### config.mk
export PLATFORM = sky130hd
export DESIGN_NAME = millisecond_interval_timer_bank
export DESIGN_NICKNAME = d
export VERILOG_FILES = /design/src/hdl/mitb_pkg.sv /design/src/hdl/mitb_ram.sv /design/src/hdl/mitb_divider.sv /design/src/hdl/mitb_datapath.sv /design/src/hdl/mitb_ctrl.sv /design/src/hdl/millisecond_interval_timer_bank.sv
export SDC_FILE = /design/constraint.sdc
export NUM_CORES = 2
export LEC_CHECK = 0
export BUFFER_PORTS_ARGS = -buffer_cell sky130_fd_sc_hd__buf_2
export CORE_MARGIN = 2
export CORE_UTILIZATION = 55
export DETAILED_ROUTE_END_ITERATION = 12
export GPL_ROUTABILITY_DRIVEN = 0
export PLACE_DENSITY = 0.72
export SYNTH_ARGS = -nofsm -noshare
export SYNTH_HDL_FRONTEND = slang
export SYNTH_HIERARCHICAL = 1
export SYNTH_SLANG_ARGS = --single-unit
export TNS_END_PERCENT = 10
### constraint.sdc
create_clock -name clk -period 7.7 [get_ports clk]
set_input_delay 1.54 -clock clk [delete_from_list [all_inputs] [get_ports clk]]
set_output_delay 1.54 -clock clk [all_outputs]
set_load 0.05 [all_outputs]
### src/hdl/mitb_pkg.sv
package mitb_pkg;

    // Field widths of the stream payload.
    localparam int TIME_W      = 64;
    localparam int IVAL_W      = 24;
    localparam int SLOT_W      = 4;
    localparam int KIND_W      = 2;
    localparam int CMD_W       = 2;
    localparam int IN_TDATA_W  = 24;
    localparam int OUT_TDATA_W = 136;

    // Clock constants.
    localparam int MS_PER_SEC = 1000;
    localparam int MILLI_W    = 10;

    // Table depth default.
    localparam int DEF_ENTRIES = 16;

    // Remainder unit: one dividend bit per cycle.
    localparam int DIV_STEPS = TIME_W;
    localparam int DIV_CNT_W = $clog2(DIV_STEPS);

    // Request codes carried in the input tuser.
    typedef enum logic [CMD_W-1:0] {
        CMD_TICK = 2'd0,
        CMD_REG  = 2'd1,
        CMD_READ = 2'd2
    } cmd_t;

    // Result kinds carried in the output tuser.
    typedef enum logic [KIND_W-1:0] {
        KIND_FIRED    = 2'd0,
        KIND_REGGED   = 2'd1,
        KIND_REJECTED = 2'd2,
        KIND_TIME     = 2'd3
    } kind_t;

    // Source of the slot field of a result.
    typedef enum logic [1:0] {
        SLOT_ZERO  = 2'd0,
        SLOT_COUNT = 2'd1,
        SLOT_PEND  = 2'd2
    } slot_sel_t;

    // Commands from the controller to the datapath.
    typedef struct packed {
        logic      item_load;
        logic      div_start;
        logic      div_src_entry;
        logic      ram_rd;
        logic      ram_wr;
        logic      idx_load;
        logic      idx_dec;
        logic      pend_set;
        logic      pend_clear;
        logic      out_load;
        kind_t     out_kind;
        slot_sel_t out_slot_sel;
        logic      out_last;
        logic      time_adv;
        logic      count_inc;
    } dp_cmd_t;

    // Status from the datapath to the controller.
    typedef struct packed {
        logic [CMD_W-1:0] in_cmd;
        logic             in_ival_zero;
        logic             full;
        logic             count_zero;
        logic             idx_zero;
        logic             div_done;
        logic             rem_zero;
        logic             pend_valid;
        logic             out_free;
    } dp_stat_t;

endpackage

### src/hdl/mitb_ram.sv
module mitb_ram #(
    parameter int WIDTH = 48,
    parameter int DEPTH = 16
) (
    input  logic                                   clk,
    input  logic                                   wr_en,
    input  logic [(DEPTH > 1 ? $clog2(DEPTH) : 1)-1:0] wr_addr,
    input  logic [WIDTH-1:0]                       wr_data,
    input  logic                                   rd_en,
    input  logic [(DEPTH > 1 ? $clog2(DEPTH) : 1)-1:0] rd_addr,
    output logic [WIDTH-1:0]                       rd_data
);

    logic [WIDTH-1:0] mem_reg [DEPTH];
    logic [WIDTH-1:0] rd_data_reg;

    // One write port and one registered read port.
    always_ff @(posedge clk)
    begin
        if (wr_en)
        begin
            mem_reg[wr_addr] <= wr_data;
        end
        if (rd_en)
        begin
            rd_data_reg <= mem_reg[rd_addr];
        end
    end

    assign rd_data = rd_data_reg;

endmodule

### src/hdl/mitb_divider.sv
module mitb_divider (
    input  logic                        clk,
    input  logic                        rst_n,
    input  logic                        start,
    input  logic [mitb_pkg::TIME_W-1:0] dividend,
    input  logic [mitb_pkg::IVAL_W-1:0] divisor,
    output logic                        done,
    output logic [mitb_pkg::IVAL_W-1:0] remainder
);

    import mitb_pkg::*;

    logic                 busy_reg;
    logic                 done_reg;
    logic [DIV_CNT_W-1:0] cnt_reg;
    logic [TIME_W-1:0]    dvd_reg;
    logic [IVAL_W-1:0]    dvs_reg;
    logic [IVAL_W-1:0]    rem_reg;
    logic [IVAL_W:0]      trial;
    logic [IVAL_W:0]      diff;
    logic [IVAL_W-1:0]    rem_next;

    // Restoring step: bring in the next dividend bit and subtract if it fits.
    always_comb
    begin
        trial    = {rem_reg, dvd_reg[TIME_W-1]};
        diff     = trial - {1'b0, dvs_reg};
        rem_next = diff[IVAL_W] ? trial[IVAL_W-1:0] : diff[IVAL_W-1:0];
    end

    // Control of the iteration.
    always_ff @(posedge clk or negedge rst_n)
    begin
        if (!rst_n)
        begin
            busy_reg <= 1'b0;
            done_reg <= 1'b0;
            cnt_reg  <= '0;
        end
        else
        begin
            if (start)
            begin
                busy_reg <= 1'b1;
                done_reg <= 1'b0;
                cnt_reg  <= '0;
            end
            else if (busy_reg)
            begin
                cnt_reg <= cnt_reg + DIV_CNT_W'(1);
                if (cnt_reg == DIV_CNT_W'(DIV_STEPS - 1))
                begin
                    busy_reg <= 1'b0;
                    done_reg <= 1'b1;
                end
                else
                begin
                    done_reg <= 1'b0;
                end
            end
            else
            begin
                done_reg <= 1'b0;
            end
        end
    end

    // Operand and partial remainder registers.
    always_ff @(posedge clk)
    begin
        if (start)
        begin
            dvd_reg <= dividend;
            dvs_reg <= divisor;
            rem_reg <= '0;
        end
        else if (busy_reg)
        begin
            dvd_reg <= {dvd_reg[TIME_W-2:0], 1'b0};
            rem_reg <= rem_next;
        end
    end

    assign done      = done_reg;
    assign remainder = rem_reg;

endmodule

### src/hdl/mitb_datapath.sv
module mitb_datapath #(
    parameter int ENTRIES = mitb_pkg::DEF_ENTRIES
) (
    input  logic                             clk,
    input  logic                             rst_n,
    input  mitb_pkg::dp_cmd_t                cmd,
    output mitb_pkg::dp_stat_t               stat,
    input  logic [mitb_pkg::IN_TDATA_W-1:0]  in_tdata,
    input  logic [mitb_pkg::CMD_W-1:0]       in_tuser,
    output logic                             m_axis_tvalid,
    input  logic                             m_axis_tready,
    output logic [mitb_pkg::OUT_TDATA_W-1:0] m_axis_tdata,
    output logic [mitb_pkg::KIND_W-1:0]      m_axis_tuser,
    output logic                             m_axis_tlast
);

    import mitb_pkg::*;

    localparam int AW = (ENTRIES > 1) ? $clog2(ENTRIES) : 1;
    localparam int CW = $clog2(ENTRIES + 1);
    localparam int EW = 2 * IVAL_W;

    // Clock and table bookkeeping.
    logic [TIME_W-1:0]  sec_reg;
    logic [TIME_W-1:0]  total_reg;
    logic [MILLI_W-1:0] milli_reg;
    logic [CW-1:0]      count_reg;
    logic [CW-1:0]      count_m1;
    logic [AW-1:0]      idx_reg;
    logic               pend_valid_reg;
    logic [AW-1:0]      pend_idx_reg;
    logic [IVAL_W-1:0]  ival_reg;

    // Output register.
    logic               out_valid_reg;
    logic [KIND_W-1:0]  out_kind_reg;
    logic [SLOT_W-1:0]  out_slot_reg;
    logic [TIME_W-1:0]  out_sec_reg;
    logic [TIME_W-1:0]  out_total_reg;
    logic               out_last_reg;
    logic [SLOT_W-1:0]  slot_mux;

    // Entry memory and remainder unit.
    logic [EW-1:0]      rd_word;
    logic [IVAL_W-1:0]  ent_period;
    logic [IVAL_W-1:0]  ent_phase;
    logic [TIME_W-1:0]  div_dividend;
    logic [IVAL_W-1:0]  div_divisor;
    logic               div_done;
    logic [IVAL_W-1:0]  div_rem;

    assign ent_period = rd_word[EW-1:IVAL_W];
    assign ent_phase  = rd_word[IVAL_W-1:0];
    assign count_m1   = count_reg - CW'(1);

    // Dividend is the current time, offset by the phase when testing an entry.
    always_comb
    begin
        if (cmd.div_src_entry)
        begin
            div_dividend = total_reg + {{(TIME_W - IVAL_W){1'b0}}, ent_phase};
            div_divisor  = ent_period;
        end
        else
        begin
            div_dividend = total_reg;
            div_divisor  = in_tdata[IVAL_W-1:0];
        end
    end

    mitb_divider u_div (
        .clk       (clk),
        .rst_n     (rst_n),
        .start     (cmd.div_start),
        .dividend  (div_dividend),
        .divisor   (div_divisor),
        .done      (div_done),
        .remainder (div_rem)
    );

    mitb_ram #(
        .WIDTH (EW),
        .DEPTH (ENTRIES)
    ) u_ram (
        .clk     (clk),
        .wr_en   (cmd.ram_wr),
        .wr_addr (count_reg[AW-1:0]),
        .wr_data ({ival_reg, div_rem}),
        .rd_en   (cmd.ram_rd),
        .rd_addr (idx_reg),
        .rd_data (rd_word)
    );

    // Time counters, fill count, walk index and pending fired entry.
    always_ff @(posedge clk or negedge rst_n)
    begin
        if (!rst_n)
        begin
            sec_reg        <= '0;
            total_reg      <= '0;
            milli_reg      <= '0;
            count_reg      <= '0;
            idx_reg        <= '0;
            pend_valid_reg <= 1'b0;
            pend_idx_reg   <= '0;
        end
        else
        begin
            if (cmd.time_adv)
            begin
                total_reg <= total_reg + TIME_W'(1);
                if (milli_reg == MILLI_W'(MS_PER_SEC - 1))
                begin
                    milli_reg <= '0;
                    sec_reg   <= sec_reg + TIME_W'(1);
                end
                else
                begin
                    milli_reg <= milli_reg + MILLI_W'(1);
                end
            end
            if (cmd.count_inc)
            begin
                count_reg <= count_reg + CW'(1);
            end
            if (cmd.idx_load)
            begin
                idx_reg <= count_m1[AW-1:0];
            end
            else if (cmd.idx_dec)
            begin
                idx_reg <= idx_reg - AW'(1);
            end
            if (cmd.pend_set)
            begin
                pend_valid_reg <= 1'b1;
                pend_idx_reg   <= idx_reg;
            end
            else if (cmd.pend_clear)
            begin
                pend_valid_reg <= 1'b0;
            end
        end
    end

    // Latched interval of the current request.
    always_ff @(posedge clk)
    begin
        if (cmd.item_load)
        begin
            ival_reg <= in_tdata[IVAL_W-1:0];
        end
    end

    // Slot field of the next result.
    always_comb
    begin
        case (cmd.out_slot_sel)
            SLOT_COUNT: slot_mux = SLOT_W'(count_reg);
            SLOT_PEND:  slot_mux = SLOT_W'(pend_idx_reg);
            default:    slot_mux = '0;
        endcase
    end

    // Output register valid flag.
    always_ff @(posedge clk or negedge rst_n)
    begin
        if (!rst_n)
        begin
            out_valid_reg <= 1'b0;
        end
        else if (cmd.out_load)
        begin
            out_valid_reg <= 1'b1;
        end
        else if (m_axis_tready)
        begin
            out_valid_reg <= 1'b0;
        end
    end

    // Output register payload captures the time before any advance.
    always_ff @(posedge clk)
    begin
        if (cmd.out_load)
        begin
            out_kind_reg  <= cmd.out_kind;
            out_slot_reg  <= slot_mux;
            out_sec_reg   <= sec_reg;
            out_total_reg <= total_reg;
            out_last_reg  <= cmd.out_last;
        end
    end

    // Status back to the controller.
    always_comb
    begin
        stat.in_cmd       = in_tuser;
        stat.in_ival_zero = (in_tdata[IVAL_W-1:0] == '0);
        stat.full         = (count_reg == CW'(ENTRIES));
        stat.count_zero   = (count_reg == '0);
        stat.idx_zero     = (idx_reg == '0);
        stat.div_done     = div_done;
        stat.rem_zero     = (div_rem == '0);
        stat.pend_valid   = pend_valid_reg;
        stat.out_free     = !out_valid_reg || m_axis_tready;
    end

    assign m_axis_tvalid = out_valid_reg;
    assign m_axis_tuser  = out_kind_reg;
    assign m_axis_tlast  = out_last_reg;
    assign m_axis_tdata  = {{(OUT_TDATA_W - SLOT_W - 2 * TIME_W){1'b0}},
                            out_total_reg, out_sec_reg, out_slot_reg};

endmodule

### src/hdl/mitb_ctrl.sv
module mitb_ctrl (
    input  logic               clk,
    input  logic               rst_n,
    input  logic               in_valid,
    output logic               in_ready,
    input  mitb_pkg::dp_stat_t stat,
    output mitb_pkg::dp_cmd_t  cmd
);

    import mitb_pkg::*;

    typedef enum logic [9:0] {
        S_IDLE    = 10'b0000000001,
        S_RD      = 10'b0000000010,
        S_CHK     = 10'b0000000100,
        S_DIV     = 10'b0000001000,
        S_PUSH    = 10'b0000010000,
        S_FLUSH   = 10'b0000100000,
        S_DIV_REG = 10'b0001000000,
        S_EM_REG  = 10'b0010000000,
        S_EM_REJ  = 10'b0100000000,
        S_EM_TIME = 10'b1000000000
    } state_t;

    state_t state_reg;
    state_t state_next;
    state_t after_entry;

    // Where the walk goes after one entry: the next lower slot or the flush.
    assign after_entry = stat.idx_zero ? S_FLUSH : S_RD;

    // State register.
    always_ff @(posedge clk or negedge rst_n)
    begin
        if (!rst_n)
        begin
            state_reg <= S_IDLE;
        end
        else
        begin
            state_reg <= state_next;
        end
    end

    // Next state and datapath commands.
    always_comb
    begin
        state_next        = state_reg;
        cmd               = '0;
        cmd.out_kind      = KIND_FIRED;
        cmd.out_slot_sel  = SLOT_ZERO;
        in_ready          = (state_reg == S_IDLE);

        case (state_reg)
            S_IDLE:
            begin
                if (in_valid)
                begin
                    cmd.item_load = 1'b1;
                    case (stat.in_cmd)
                        CMD_TICK:
                        begin
                            if (stat.count_zero)
                            begin
                                cmd.time_adv = 1'b1;
                            end
                            else
                            begin
                                cmd.idx_load = 1'b1;
                                state_next   = S_RD;
                            end
                        end
                        CMD_REG:
                        begin
                            if (stat.in_ival_zero || stat.full)
                            begin
                                state_next = S_EM_REJ;
                            end
                            else
                            begin
                                cmd.div_start = 1'b1;
                                state_next    = S_DIV_REG;
                            end
                        end
                        CMD_READ:
                        begin
                            state_next = S_EM_TIME;
                        end
                        default:
                        begin
                            state_next = S_IDLE;
                        end
                    endcase
                end
            end

            // Fetch the entry at the walk index.
            S_RD:
            begin
                cmd.ram_rd = 1'b1;
                state_next = S_CHK;
            end

            // Start the remainder of time plus phase over the period.
            S_CHK:
            begin
                cmd.div_src_entry = 1'b1;
                cmd.div_start     = 1'b1;
                state_next        = S_DIV;
            end

            // A zero remainder fires the entry; one fired entry is held back
            // so that the final result of the tick can carry the last flag.
            S_DIV:
            begin
                if (stat.div_done)
                begin
                    if (stat.rem_zero && stat.pend_valid)
                    begin
                        state_next = S_PUSH;
                    end
                    else
                    begin
                        if (stat.rem_zero)
                        begin
                            cmd.pend_set = 1'b1;
                        end
                        cmd.idx_dec = !stat.idx_zero;
                        state_next  = after_entry;
                    end
                end
            end

            // Send the held entry and hold the new one.
            S_PUSH:
            begin
                if (stat.out_free)
                begin
                    cmd.out_load     = 1'b1;
                    cmd.out_kind     = KIND_FIRED;
                    cmd.out_slot_sel = SLOT_PEND;
                    cmd.pend_set     = 1'b1;
                    cmd.idx_dec      = !stat.idx_zero;
                    state_next       = after_entry;
                end
            end

            // End of tick: send the held entry, if any, as last, and advance time.
            S_FLUSH:
            begin
                if (!stat.pend_valid)
                begin
                    cmd.time_adv = 1'b1;
                    state_next   = S_IDLE;
                end
                else if (stat.out_free)
                begin
                    cmd.out_load     = 1'b1;
                    cmd.out_kind     = KIND_FIRED;
                    cmd.out_slot_sel = SLOT_PEND;
                    cmd.out_last     = 1'b1;
                    cmd.pend_clear   = 1'b1;
                    cmd.time_adv     = 1'b1;
                    state_next       = S_IDLE;
                end
            end

            // Wait for the phase of a new entry.
            S_DIV_REG:
            begin
                if (stat.div_done)
                begin
                    state_next = S_EM_REG;
                end
            end

            // Store the entry and report its slot.
            S_EM_REG:
            begin
                if (stat.out_free)
                begin
                    cmd.out_load     = 1'b1;
                    cmd.out_kind     = KIND_REGGED;
                    cmd.out_slot_sel = SLOT_COUNT;
                    cmd.out_last     = 1'b1;
                    cmd.ram_wr       = 1'b1;
                    cmd.count_inc    = 1'b1;
                    state_next       = S_IDLE;
                end
            end

            S_EM_REJ:
            begin
                if (stat.out_free)
                begin
                    cmd.out_load = 1'b1;
                    cmd.out_kind = KIND_REJECTED;
                    cmd.out_last = 1'b1;
                    state_next   = S_IDLE;
                end
            end

            S_EM_TIME:
            begin
                if (stat.out_free)
                begin
                    cmd.out_load = 1'b1;
                    cmd.out_kind = KIND_TIME;
                    cmd.out_last = 1'b1;
                    state_next   = S_IDLE;
                end
            end

            default:
            begin
                state_next = S_IDLE;
            end
        endcase
    end

endmodule

### src/hdl/millisecond_interval_timer_bank.sv
// A time read only goes through the output register; a register request
// waits on the bit-serial 64-step remainder unit computing the phase.
// A tick fetches each table entry in use and runs one 64-step remainder on it,
// and with an empty table it only advances the time.
// One request is handled at a time; a result waits in the output register.
// Reset (rst_n, asynchronous, active low) clears time, fill count and state.
module millisecond_interval_timer_bank #(
    parameter int ENTRIES = mitb_pkg::DEF_ENTRIES
) (
    input  logic                             clk,
    input  logic                             rst_n,
    input  logic                             s_axis_tvalid,
    output logic                             s_axis_tready,
    // Fields from bit 0: interval_ms[23:0].
    input  logic [mitb_pkg::IN_TDATA_W-1:0]  s_axis_tdata,
    // Fields from bit 0: cmd[1:0].
    input  logic [mitb_pkg::CMD_W-1:0]       s_axis_tuser,
    output logic                             m_axis_tvalid,
    input  logic                             m_axis_tready,
    // Fields from bit 0: slot[3:0], seconds[67:4], total_ms[131:68], zero pad.
    output logic [mitb_pkg::OUT_TDATA_W-1:0] m_axis_tdata,
    // Fields from bit 0: kind[1:0].
    output logic [mitb_pkg::KIND_W-1:0]      m_axis_tuser,
    output logic                             m_axis_tlast
);

    import mitb_pkg::*;

    dp_cmd_t  dp_cmd;
    dp_stat_t dp_stat;

    // Request sequencing.
    mitb_ctrl u_ctrl (
        .clk      (clk),
        .rst_n    (rst_n),
        .in_valid (s_axis_tvalid),
        .in_ready (s_axis_tready),
        .stat     (dp_stat),
        .cmd      (dp_cmd)
    );

    // Counters, entry table, remainder unit and output register.
    mitb_datapath #(
        .ENTRIES (ENTRIES)
    ) u_dp (
        .clk           (clk),
        .rst_n         (rst_n),
        .cmd           (dp_cmd),
        .stat          (dp_stat),
        .in_tdata      (s_axis_tdata),
        .in_tuser      (s_axis_tuser),
        .m_axis_tvalid (m_axis_tvalid),
        .m_axis_tready (m_axis_tready),
        .m_axis_tdata  (m_axis_tdata),
        .m_axis_tuser  (m_axis_tuser),
        .m_axis_tlast  (m_axis_tlast)
    );

endmodule

==> metrics <==
slew at the pin with the worst max-slew slack=between 1000 and 1500 ps; layout cells sized above 1=23.7%; part of the power in combinational logic=22.9%; Core Util, Final=61.8%; setup bufs post-CTS=0; Pleak=between 0.02 and 0.025 µW; Yosys cell types=116; initial antenna violation count=1; CTS buffer count=about 120; clock power share=29.8%; Crit-path slowest cell=and3b_2; first-pass GRT wire length=179000 µm; sw frac=30.0%; fillcell total=6788; GRT Residual Overflow=0; Tot GR Track Use=23.9%; Core Rows=113; CTS tree=built; Buffers on Ports=between 150 and 200; worst r2r src=u_ctrl/state_reg[4]; clk buf depth=3; Final Skew=a little under 30 ps; slew margin rel.=23.9%; Die Area=between 90000 and 100000 µm²; DP HPWL=approximately 69000 µm; Worst R2R End=u_dp/u_div/dvd_reg[50]; Pwr Density=around 340 nW/µm²; Setup Crit Path Kind=reg2reg; sequential element share of the synthesized area=a little over two thirds; Max-Cap Viols=0; Hold WS=453 ps; outcome=complete, no violations; Peak VDD IR=about 0.00023 V; RSZ-0062 raised after global routing=false; Max Freq=0.207 GHz; Core Box Area=94700 µm²; Max Slew Vio Count=0; commonest cells in the synthesized netlist=edfxtp_1 (1063), mux4_2 (192), nand2_1 (180); Root Buffer=clkbuf_16; fin nets=3374; IO Pins=171; vias in the first global route=29.3k; most area-consuming cells after synthesis=edfxtp_1 (61%), mux4_2 (8.2%), dfrtp_1 (8.1%); vias per inst=6.24; worst hold-check path type=reg2reg; detailed-router iteration count before antenna repair=5; Worst-path clk slew=60 ps; Yosys reg bits=1258; Post-synth ARST share=13.6%; startpoint types=register; count leader, synth=edfxtp_1; Place WS=about 2700 ps; worst path cell trace=or4_4 -> nor4_4 -> and3b_2 -> buf_4 -> nand3_1 -> a21oi_1 -> nand4_1 -> xnor2_1 -> mux2_2; worst reg-to-reg setup slack=2880 ps; syn avg cell area=around 17 µm²; critical path arrival=5260 ps; hold path endpoint=u_dp/out_sec_reg[45]; Post-CTS Resized=0; Internal=13900 µW; die width=313 µm; max reg flops=768; WL/cell=25.0 µm; drt drc=0; Initial Util=55.4%; hold_sp=u_dp/sec_reg[45]; hold buffers post-CTS=0; worst setup margin=2880 ps; Die Span Y=between 300 and 400 µm; Layout area overhead=11.6%; antenna-violating nets left=0; Crit. End Element=register; Switch Pwr=roughly 5900 µW; required time worst endpoint=approximately 8100 ps; reg2reg path depth=9; cell taking the most area after synthesis=edfxtp_1; synth warn=6; largest net degree at the start of global routing=75; endpoints failing setup=0; min cycle time layout=4820 ps; n_diodes=0; final hold vios=0; CP Max Fanout=30; Synth top area share=60.8%; Gate Count Post-Synth=3088; final wirelength=approximately 120000 µm; max incr delay on CP=860 ps; Reg power frac=47.2%; number of H-tree levels=3; initial DRC count=3002; clock net sink count=around 1.3k; synthesized area=52500 µm²; Tcrit/Tclk final=62.6%; via count=29.0k; clk_lat worst skew=710 ps; Post-synth EDFFs=approximately 1.1k; setup TNS=0 ps; hold path depth=0; Top FF cell, synth=edfxtp_1
## through the flow
step	power [µW]	instance area, µm²	instances
after global placement	13800	54600	4427
final	19800	58500	4652
after CTS	19900	58500	4652
after floorplan	12600	52500	3091
after detailed placement	14000	54600	4427
after global routing	20600	58500	4652
## final cells by class
cell class                 instances  area [µm²]  share of cell area (%)
sequential                      1258       36700                    62.7
timing repair buffer             206        1150                    1.96
inverter                          51         191                   0.327
tap                             1265        1580                    2.70
clock inverter                    67         638                    1.09
clock buffer                     158        3340                    5.71
multi-input combinational       1647       14900                    25.5
## layout by cell type (no fill, tap or decap), drive strengths merged, types with 101 or more instances in the layout
| master | instances |
|---|---|
| nor2 | 120 |
| clkbuf | 158 |
| dfrtp | 170 |
| a22oi | 101 |
| buf | 206 |
| xnor2 | 145 |
| mux4 | 192 |
| mux2 | 111 |
| nand2 | 182 |
| edfxtp | 1063 |
## cells by family after synthesis
kind of cell             Yosys count  synth area share, %
multiplexers                     309                 10.7
AO/OA/AOI/OAI                    338                 4.75
XOR/XNOR                         230                 3.84
flip-flops                      1258                 69.9
AND/OR/NAND/NOR                  707                 7.41
other                              1              0.00715
buffers and inverters            186                 1.92
adder cells (fa/ha/maj)           59                 1.44
## layer usage
| metal | routed length [µm] | global-route usage [%] |
|---|---|---|
| met5 | 0 | 0 |
| met1 | 47100 | 32.8 |
| met3 | 8190 | 3.29 |
| met2 | 57200 | 39.6 |
| met4 | 4020 | 8.79 |
## worst max-delay path: cells and delay by family, from the launching register on
kind            cells  cell delay [ps]
compound gates      1              850
buf+inv             1              530
mux                 1              270
flops               1              550
simple gates        5             2110
xor+xnor            1              190
## worst max path at each step
stage / startpoint / to / slack [ps] / depth (start not counted)
2_1_floorplan: m_axis_tready / u_dp/u_ram/mem_reg[0][0] / 510 / 6
3_3_place_gp: s_axis_tdata[4] / u_dp/u_div/remainder[23] / 2740 / 10
3_5_place_dp: s_axis_tdata[10] / u_dp/u_div/dvd_reg[42] / 2700 / 9
4_1_cts: u_ctrl/state_reg[4] / u_dp/u_div/dvd_reg[50] / 2930 / 9
5_1_grt: u_ctrl/state_reg[7] / u_dp/total_reg[43] / 2580 / 13
6_report: u_ctrl/state_reg[4] / u_dp/u_div/dvd_reg[50] / 2880 / 9
## power groups by stage
stage	sequential, µW	clock, µW	combinational, µW
detailed placement	9490	0	4500
finish	9350	5900	4540
floorplan	9200	0	3430
global route	9450	6280	4880
CTS	9350	6010	4520
global placement	9430	0	4370
(Power assumes the default switching activity.)
